**src/rtl/core/bur_pkg.sv**
```systemverilog
// shared types, constants and generator functions for the bounded random generator
package bur_pkg;

    localparam logic [1:0] CMD_RAW   = 2'd0;
    localparam logic [1:0] CMD_BOUND = 2'd1;
    localparam logic [1:0] CMD_FRAC  = 2'd2;

    // job kinds handed from front to back
    localparam logic [1:0] K_RAW   = 2'd0;
    localparam logic [1:0] K_BOUND = 2'd1;
    localparam logic [1:0] K_FRAC  = 2'd2;
    localparam logic [1:0] K_CONST = 2'd3;

    localparam logic [31:0] MAT1      = 32'h8f7011ee;
    localparam logic [31:0] MAT2      = 32'hfc78ff1f;
    localparam logic [31:0] TMAT      = 32'h3793fdff;
    localparam logic [31:0] SH_MASK   = 32'h7fffffff;
    localparam logic [31:0] INIT_MULT = 32'd1812433253;

    localparam logic [2:0] SEED_STEPS = 3'd7;
    localparam logic [4:0] WARM_LAST  = 5'd7;
    localparam logic [4:0] DIV_LAST   = 5'd31;

    localparam logic [1:0] ADDR_SEED = 2'd0;

    typedef logic [3:0][31:0] t_gen;

    typedef struct packed {
        logic [1:0]  kind;
        logic [31:0] n;
        logic [31:0] lo;
    } t_job;

    typedef struct packed {
        logic [1:0] count;
    } t_front_stat;

    typedef struct packed {
        logic seeding;
        logic busy;
    } t_back_stat;

    // one step of the state recurrence
    function automatic t_gen gen_adv(input t_gen g);
        t_gen        r;
        logic [31:0] x;
        logic [31:0] y;
        y = g[3];
        x = (g[0] & SH_MASK) ^ g[1] ^ g[2];
        x = x ^ (x << 1);
        y = y ^ (y >> 1) ^ x;
        r[0] = g[1];
        r[1] = g[2];
        r[2] = x ^ (y << 10);
        r[3] = y;
        if (y[0]) begin
            r[1] = r[1] ^ MAT1;
            r[2] = r[2] ^ MAT2;
        end
        return r;
    endfunction

    // output tempering of an advanced state
    function automatic logic [31:0] gen_temper(input t_gen g);
        logic [31:0] t0;
        logic [31:0] t1;
        t1 = g[0] + (g[2] >> 8);
        t0 = g[3] ^ t1;
        if (t1[0]) begin
            t0 = t0 ^ TMAT;
        end
        return t0;
    endfunction

endpackage

```
**src/rtl/core/bur_if.sv**
```systemverilog
// request and result channel interfaces
interface bur_req_if;
    logic        valid;
    logic        ready;
    logic [1:0]  cmd;
    logic [31:0] low_bound;
    logic [31:0] high_bound;
    modport source(output valid, cmd, low_bound, high_bound, input ready);
    modport sink(input valid, cmd, low_bound, high_bound, output ready);
endinterface

interface bur_rsp_if;
    logic        valid;
    logic        ready;
    logic [31:0] value;
    modport source(output valid, value, input ready);
    modport sink(input valid, value, output ready);
endinterface

```
**src/rtl/core/bur_front.sv**
```systemverilog
// request front end: classifies items and queues jobs for the back end
module bur_front (
    input  logic                  i_clk,
    input  logic                  i_rst_n,
    bur_req_if.sink               i_req,
    output bur_pkg::t_job         o_job,
    output logic                  o_job_valid,
    input  logic                  i_job_ready,
    output bur_pkg::t_front_stat  o_stat
);
    import bur_pkg::*;

    t_job        r_q [2];
    logic        r_wr;
    logic        r_rd;
    logic [1:0]  r_cnt;
    t_job        cls;
    logic [31:0] n;
    logic        push;
    logic        pop;

    // classify the incoming item
    always_comb begin
        n = i_req.high_bound - i_req.low_bound + 32'd1;
        cls.n = n;
        cls.lo = i_req.low_bound;
        case (i_req.cmd)
            CMD_RAW:  cls.kind = K_RAW;
            CMD_FRAC: cls.kind = K_FRAC;
            CMD_BOUND: begin
                if (i_req.high_bound <= i_req.low_bound || n == 32'd0) begin
                    cls.kind = K_CONST;
                end else begin
                    cls.kind = K_BOUND;
                end
            end
            default: begin
                cls.kind = K_CONST;
                cls.lo = 32'd0;
            end
        endcase
    end

    assign i_req.ready = (r_cnt != 2'd2);
    assign push = i_req.valid && i_req.ready;
    assign pop = o_job_valid && i_job_ready;
    assign o_job_valid = (r_cnt != 2'd0);
    assign o_job = r_q[r_rd];
    assign o_stat.count = r_cnt;

    // two-entry job queue
    always_ff @(posedge i_clk) begin
        if (!i_rst_n) begin
            r_wr <= 1'b0;
            r_rd <= 1'b0;
            r_cnt <= 2'd0;
        end else begin
            if (push) begin
                r_q[r_wr] <= cls;
                r_wr <= ~r_wr;
            end
            if (pop) begin
                r_rd <= ~r_rd;
            end
            if (push && !pop) begin
                r_cnt <= r_cnt + 2'd1;
            end else if (pop && !push) begin
                r_cnt <= r_cnt - 2'd1;
            end
        end
    end

endmodule

```
**src/rtl/core/bur_back.sv**
```systemverilog
// back end: generator state, seeding sequencer, serial remainder and result register
module bur_back (
    input  logic                 i_clk,
    input  logic                 i_rst_n,
    input  logic                 i_seed_we,
    input  logic [31:0]          i_seed_val,
    input  bur_pkg::t_job        i_job,
    input  logic                 i_job_valid,
    output logic                 o_job_ready,
    bur_rsp_if.source            o_rsp,
    output bur_pkg::t_back_stat  o_stat
);
    import bur_pkg::*;

    localparam logic [2:0] S_SEED_MUL = 3'd0;
    localparam logic [2:0] S_SEED_ACC = 3'd1;
    localparam logic [2:0] S_WARM     = 3'd2;
    localparam logic [2:0] S_IDLE     = 3'd3;
    localparam logic [2:0] S_THR      = 3'd4;
    localparam logic [2:0] S_DRAW     = 3'd5;
    localparam logic [2:0] S_MOD      = 3'd6;

    logic [2:0]  r_state;
    t_gen        r_g;
    logic [2:0]  r_i;
    logic [4:0]  r_cnt;
    logic [31:0] r_prod;
    logic [31:0] r_rem;
    logic [31:0] r_div;
    logic [31:0] r_n;
    logic [31:0] r_lo;
    logic [31:0] r_thr;
    logic        r_out_valid;
    logic [31:0] r_out_val;

    t_gen        g_adv;
    logic [31:0] word;
    logic [31:0] p;
    logic [31:0] prod;
    logic [32:0] trial;
    logic [31:0] rem_next;
    t_gen        g_seed;
    logic [1:0]  slot;
    logic        take;

    assign g_adv = gen_adv(r_g);
    assign word = gen_temper(g_adv);
    assign slot = r_i[1:0];
    assign p = r_g[slot - 2'd1];
    assign prod = INIT_MULT * (p ^ (p >> 30));

    // one restoring step of the shared remainder unit
    always_comb begin
        trial = {r_rem, r_div[31]};
        if (trial >= {1'b0, r_n}) begin
            trial = trial - {1'b0, r_n};
        end
        rem_next = trial[31:0];
    end

    // seeding accumulate with period certification
    always_comb begin
        g_seed = r_g;
        g_seed[slot] = r_g[slot] ^ ({29'd0, r_i} + r_prod);
        if (r_i == SEED_STEPS && (g_seed[0] & SH_MASK) == 32'd0 && g_seed[1] == 32'd0
            && g_seed[2] == 32'd0 && g_seed[3] == 32'd0) begin
            g_seed[0] = 32'h54;
            g_seed[1] = 32'h49;
            g_seed[2] = 32'h4e;
            g_seed[3] = 32'h59;
        end
    end

    assign o_job_ready = (r_state == S_IDLE) && !r_out_valid;
    assign take = i_job_valid && o_job_ready;
    assign o_rsp.valid = r_out_valid;
    assign o_rsp.value = r_out_val;
    assign o_stat.seeding = (r_state == S_SEED_MUL) || (r_state == S_SEED_ACC)
                            || (r_state == S_WARM);
    assign o_stat.busy = (r_state != S_IDLE);

    // sequencer
    always_ff @(posedge i_clk) begin
        if (!i_rst_n) begin
            r_state <= S_SEED_MUL;
            r_g <= {TMAT, MAT2, MAT1, 32'd0};
            r_i <= 3'd1;
            r_cnt <= 5'd0;
            r_out_valid <= 1'b0;
        end else begin
            if (o_rsp.valid && o_rsp.ready) begin
                r_out_valid <= 1'b0;
            end
            if (i_seed_we) begin
                r_state <= S_SEED_MUL;
                r_g <= {TMAT, MAT2, MAT1, i_seed_val};
                r_i <= 3'd1;
            end else begin
                case (r_state)
                    S_SEED_MUL: begin
                        r_prod <= prod;
                        r_state <= S_SEED_ACC;
                    end
                    S_SEED_ACC: begin
                        r_g <= g_seed;
                        r_i <= r_i + 3'd1;
                        r_cnt <= 5'd0;
                        r_state <= (r_i == SEED_STEPS) ? S_WARM : S_SEED_MUL;
                    end
                    S_WARM: begin
                        r_g <= g_adv;
                        r_cnt <= r_cnt + 5'd1;
                        if (r_cnt == WARM_LAST) begin
                            r_state <= S_IDLE;
                        end
                    end
                    S_IDLE: begin
                        if (take) begin
                            r_n <= i_job.n;
                            r_lo <= i_job.lo;
                            case (i_job.kind)
                                K_RAW: begin
                                    r_g <= g_adv;
                                    r_out_val <= word;
                                    r_out_valid <= 1'b1;
                                end
                                K_FRAC: begin
                                    r_g <= g_adv;
                                    r_out_val <= word >> 8;
                                    r_out_valid <= 1'b1;
                                end
                                K_BOUND: begin
                                    r_rem <= 32'd0;
                                    r_div <= 32'd0 - i_job.n;
                                    r_cnt <= 5'd0;
                                    r_state <= S_THR;
                                end
                                default: begin
                                    r_out_val <= i_job.lo;
                                    r_out_valid <= 1'b1;
                                end
                            endcase
                        end
                    end
                    S_THR: begin
                        r_rem <= rem_next;
                        r_div <= r_div << 1;
                        r_cnt <= r_cnt + 5'd1;
                        if (r_cnt == DIV_LAST) begin
                            r_thr <= rem_next;
                            r_state <= S_DRAW;
                        end
                    end
                    S_DRAW: begin
                        r_g <= g_adv;
                        if (word >= r_thr) begin
                            r_rem <= 32'd0;
                            r_div <= word;
                            r_cnt <= 5'd0;
                            r_state <= S_MOD;
                        end
                    end
                    S_MOD: begin
                        r_rem <= rem_next;
                        r_div <= r_div << 1;
                        r_cnt <= r_cnt + 5'd1;
                        if (r_cnt == DIV_LAST) begin
                            r_out_val <= r_lo + rem_next;
                            r_out_valid <= 1'b1;
                            r_state <= S_IDLE;
                        end
                    end
                    default: r_state <= S_IDLE;
                endcase
            end
        end
    end

endmodule

```
**src/rtl/core/bounded_uniform_random_generator.sv**
```systemverilog
// Bounded uniform random generator: one 32-bit result per request, either a raw tempered
// word, an unbiased draw in [low_bound, high_bound] or a 24-bit fraction. A bounded draw
// uses the bit-serial remainder unit first to compute the rejection threshold, then draws
// words until one is not below the threshold, and then reduces that word modulo the span.
// Empty, reversed or full ranges and unused commands answer without a draw. After reset and
// after each seed write the generator reseeds (seven multiply-accumulate steps, each a
// multiply state then an accumulate state, and eight warm-up steps) and the back end
// takes no job meanwhile. A two-entry queue between front and back decouples them.
module bounded_uniform_random_generator (
    input  logic        i_clk,
    input  logic        i_rst_n,
    bur_req_if.sink     i_req,
    bur_rsp_if.source   o_rsp,
    input  logic        psel,
    input  logic        penable,
    input  logic        pwrite,
    input  logic [2:0]  paddr,
    input  logic [31:0] pwdata,
    output logic [31:0] prdata,
    output logic        pready
);
    import bur_pkg::*;

    logic        r_seed;
    logic [31:0] r_seed_val;
    logic        seed_we;
    t_job        job;
    logic        job_valid;
    logic        job_ready;
    t_front_stat fstat;
    t_back_stat  bstat;

    // configuration port
    assign pready = 1'b1;
    assign seed_we = psel && penable && pwrite && ({1'b0, paddr[2]} == ADDR_SEED);
    assign prdata = r_seed_val;

    always_ff @(posedge i_clk) begin
        if (!i_rst_n) begin
            r_seed_val <= 32'd0;
            r_seed <= 1'b0;
        end else begin
            r_seed <= seed_we;
            if (seed_we) begin
                r_seed_val <= pwdata;
            end
        end
    end

    bur_front u_front (
        .i_clk       (i_clk),
        .i_rst_n     (i_rst_n),
        .i_req       (i_req),
        .o_job       (job),
        .o_job_valid (job_valid),
        .i_job_ready (job_ready),
        .o_stat      (fstat)
    );

    bur_back u_back (
        .i_clk       (i_clk),
        .i_rst_n     (i_rst_n),
        .i_seed_we   (seed_we),
        .i_seed_val  (pwdata),
        .i_job       (job),
        .i_job_valid (job_valid),
        .o_job_ready (job_ready),
        .o_rsp       (o_rsp),
        .o_stat      (bstat)
    );

    // checks
    a_seed_restarts: assert property (@(posedge i_clk) disable iff (!i_rst_n)
        r_seed |-> bstat.seeding)
        else $error("seed write did not restart seeding");
    a_queue_bound: assert property (@(posedge i_clk) disable iff (!i_rst_n)
        fstat.count != 2'd3)
        else $error("job queue overflow");
    a_back_single: assert property (@(posedge i_clk) disable iff (!i_rst_n)
        (job_valid && job_ready && !seed_we) |=> !job_ready)
        else $error("back end took a second job while busy");
    a_take_idle: assert property (@(posedge i_clk) disable iff (!i_rst_n)
        (job_valid && job_ready) |-> !bstat.busy)
        else $error("back end took a job while not idle");

endmodule

```
**src/flat_wrapper.sv**
```systemverilog
// flat-port wrapper written by rule: the top's interface ports become plain ports
module bounded_uniform_random_generator_flat import bur_pkg::*;
  (i_clk, i_rst_n, psel, penable, pwrite, paddr, pwdata, prdata, pready, i_req_valid, i_req_cmd, i_req_low_bound, i_req_high_bound, i_req_ready, o_rsp_valid, o_rsp_value, o_rsp_ready);
  bur_req_if i_req_i ();
  bur_rsp_if o_rsp_i ();
  input  logic i_clk;
  input  logic i_rst_n;
  input  logic psel;
  input  logic penable;
  input  logic pwrite;
  input  logic [2:0] paddr;
  input  logic [31:0] pwdata;
  output logic [31:0] prdata;
  output logic pready;
  input wire logic [$bits(i_req_i.valid)-1:0] i_req_valid;
  input wire logic [$bits(i_req_i.cmd)-1:0] i_req_cmd;
  input wire logic [$bits(i_req_i.low_bound)-1:0] i_req_low_bound;
  input wire logic [$bits(i_req_i.high_bound)-1:0] i_req_high_bound;
  output wire logic [$bits(i_req_i.ready)-1:0] i_req_ready;
  output wire logic [$bits(o_rsp_i.valid)-1:0] o_rsp_valid;
  output wire logic [$bits(o_rsp_i.value)-1:0] o_rsp_value;
  input wire logic [$bits(o_rsp_i.ready)-1:0] o_rsp_ready;
  assign i_req_i.valid = i_req_valid;
  assign i_req_i.cmd = i_req_cmd;
  assign i_req_i.low_bound = i_req_low_bound;
  assign i_req_i.high_bound = i_req_high_bound;
  assign i_req_ready = i_req_i.ready;
  assign o_rsp_valid = o_rsp_i.valid;
  assign o_rsp_value = o_rsp_i.value;
  assign o_rsp_i.ready = o_rsp_ready;
  bounded_uniform_random_generator u_core (.i_clk(i_clk), .i_rst_n(i_rst_n), .i_req(i_req_i), .o_rsp(o_rsp_i), .psel(psel), .penable(penable), .pwrite(pwrite), .paddr(paddr), .pwdata(pwdata), .prdata(prdata), .pready(pready));
endmodule
```
**config.mk**
```make
export PLATFORM = sky130hd
export DESIGN_NAME = bounded_uniform_random_generator_flat
export DESIGN_NICKNAME = d
export VERILOG_FILES = /design/src/rtl/core/bur_pkg.sv /design/src/rtl/core/bur_if.sv /design/src/rtl/core/bur_front.sv /design/src/rtl/core/bur_back.sv /design/src/rtl/core/bounded_uniform_random_generator.sv /design/src/flat_wrapper.sv
export SDC_FILE = /design/constraint.sdc
export NUM_CORES = 2
export LEC_CHECK = 0
export BUFFER_PORTS_ARGS = -buffer_cell sky130_fd_sc_hd__buf_2
export CORE_ASPECT_RATIO = 0.6
export CORE_MARGIN = 3
export CORE_UTILIZATION = 40
export CTS_BUF_LIST = sky130_fd_sc_hd__clkbuf_4
export DETAILED_ROUTE_END_ITERATION = 16
export PLACE_DENSITY = 0.53
export SETUP_SLACK_MARGIN = 0.3
export SLEW_MARGIN = 20
export SYNTH_ARGS = -nofsm -noshare
export SYNTH_HDL_FRONTEND = slang
export SYNTH_SLANG_ARGS = --single-unit
```
**constraint.sdc**
```tcl
create_clock -name i_clk -period 13.1 [get_ports i_clk]
set_clock_uncertainty 0.1 [all_clocks]
set_input_delay 2.62 -clock i_clk [delete_from_list [all_inputs] [get_ports i_clk]]
set_output_delay 2.62 -clock i_clk [all_outputs]
set_load 0.1 [all_outputs]
```
==> results.cfg <==
[route]
initialDrtViolationCount = 5144
ant_nets = 0
wl_per_cell_um = 27.9
routed_via_density = 5.95
routed_wl_um = 178000
firstDrtPassIters = 7
drc = 0
num_vias = 38100

[sta]
rsz0062_at_grt = false
post-route-min-period_ns = 9.70
tns_ns = 0
setup_violations = 0
slew_headroom = 0.122
drv_slew = 0
post-route-period-util = 0.740
clock.fmax_mhz = 103
hold_violations = 0
worst_slew_pin_slew_ns = 1.30

[synth]
synth_top_area_share = 0.239
synth_area_um2 = 44700
yosysUniqueCellTypes = 91
syn_nets = 5282
synth-main-ff-cell = edfxtp_1
synthArstFlopShare = 0
yosysWarnings = 0
synthTopCellsByArea = edfxtp_1 (24%), ha_1 (11%), dfxtp_1 (7.9%)
synthCells = 4600
yosysSeqAreaShare = 0.318
synth-edff-count = 356
postSynthAreaPerCell_um2 = 9.72
yosysTopAreaCell = edfxtp_1
ys_ff_latch = 533

[worst_setup_path]
path_max_fanout = 46
path_class = reg2reg
end_kind = register
rrSetupSlack_ns = 3.40
cp_data_required_time_ns = 13.66
critPathMaxStageDelay_ns = 0.81
cp-start-kind = register
arrival_ns = 10.26
path_common_cell = buf_4
cpMaxStageDelayCell = a2111oi_1

[clocking]
cts_tree = built
cts.sinks = 533
cts_resized = 0
clkTransAtPathRegs_ns = 0.07
cts_setup_buffers = 0
ctsHoldBuffers = 0
h-tree-depth = 4
numCtsBuffers = 145
root_buffer = clkbuf_4
clock_latency_ns = 1.11
clockBufferDepth = 3

[floorplanning]
core-area_um2 = 110000
io_pins = 175
die_w_um = 438
start_util = 0.406
fp-row-count = 94
die_h_um = 265
dieArea_um2 = 116000

[global_route]
grt_max_degree = 106
antenna_found_initial = 13
grt_pass1_vias = 35100
grt_pass1_wl_um = 253000
grt.overflow.total = 0
grtUsageTotal = 0.300

[cells_and_area]
utilization = 0.449
layout_common_cells = inv_1 (499), ha_1 (404), xnor2_1 (357), edfxtp_1 (356), a21oi_1 (295)
nets = 5492
mostFrequentLayoutCell = inv_1
drive_gt1_frac = 0.139
layoutNonFillerInstCount = 6406
area_delta_synth_final_pct = 10.7

[place]
io_buffers = 171
gp_congestion = 1.04
place_inst = 6151
hpwl_um = 139000

[run_status]
status = completed

[job]
drv_cap = 0

[hold_path]
worstHoldPathType = reg2reg
## worst max-delay path: cells and delay by family (launching register included)
kind,cells,cell delay (ns)
adder cells (fa/ha/maj),3,1.03
buffers and inverters,4,1.27
AO/OA/AOI/OAI,9,3.65
AND/OR/NAND/NOR,5,0.97
flip-flops,1,0.66
XOR/XNOR,6,1.51
## registers in the layout, indices dropped and copies added (netlist names), 5 cells and up, named ones only
signal and flops:
u_core.u_front.r_q 132, u_core.u_back.r_g 96, u_core.prdata 32, u_core.u_back.g_adv 32
u_core.u_back.o_rsp.value 32, u_core.u_back.r_div 32, u_core.u_back.r_lo 32, u_core.u_back.r_n 32
u_core.u_back.r_prod 32, u_core.u_back.r_rem 32, u_core.u_back.r_thr 32, u_core.u_back.r_cnt 5
## cell type report
class / count / area, µm²
flip-flops and latches: 533 / 14200
fillers: 10800 / 60700
multi-input cells: 3349 / 27900
clock buffers: 201 / 1510
well taps: 1488 / 1860
diodes: 7 / 17.5
clock inverters: 47 / 345
inverters: 503 / 1890
repair buffers: 278 / 1670
## synthesized netlist by cell type, drive strengths merged, types with 37 or more instances
cell    instances
fa            167
o21ai         209
dfxtp         177
nand3          83
a221oi         40
mux4           63
a21oi         298
o211ai         50
a211oi         42
a21o           75
ha            407
nor3           93
mux2i          70
nand2         292
mux2           61
inv           499
xor2          154
a21boi         59
and2           56
a31oi          43
o21bai         37
nand4          37
nor2          191
xnor2         359
edfxtp        356
buf            42
o22ai          37
nor4           38
clkbuf        173
## logic make-up after synthesis
kind of cell,after synthesis,synth area share
DFF,533,0.318
xor gates and xnor gates,516,0.102
AOI/OAI and AO/OA,1095,0.160
adders and majority gates,574,0.189
buffers and inverters,718,0.0610
other,1,0.0000839
muxes,194,0.0628
and+or+nand+nor,969,0.107
## layer usage
| layer | track usage | wire (µm) | share of wire |
|---|---|---|---|
| met5 | 0 | 223 | 0.0012 |
| met4 | 0.0673 | 2890 | 0.016 |
| met3 | 0.152 | 28300 | 0.16 |
| met2 | 0.333 | 59500 | 0.33 |
| met1 | 0.482 | 87500 | 0.49 |
## stage by stage
step | hold slack (ns) | worst slack, ns | cell area (µm²)
final | 0.362 | 3.40 | 49500
after global routing | 0.377 | 2.94 | 49500
after CTS | 0.365 | 3.58 | 49500
after detailed placement | 0.357 | 3.73 | 47600
after global placement | 0.348 | 3.87 | 47600
after floorplan | 0.358 | 1.69 | 44700
## path summary, 6_finish.rpt
kind	from	to	cells past startpoint
worst max-delay path	u_core.u_back.g_adv[0]$_SDFFE_PN0P_	u_core.u_back.r_div[22]$_DFFE_PP_	27
worst min-delay path	u_core.prdata[23]$_SDFFE_PN0P_	u_core.prdata[23]$_SDFFE_PN0P_	2
worst max register to register	u_core.u_back.g_adv[0]$_SDFFE_PN0P_	u_core.u_back.r_div[22]$_DFFE_PP_	27
worst min register to register	u_core.prdata[23]$_SDFFE_PN0P_	u_core.prdata[23]$_SDFFE_PN0P_	2
Power is not shown: default switching activity piles up to over one toggle a cycle in this logic, so the estimate is an artifact.
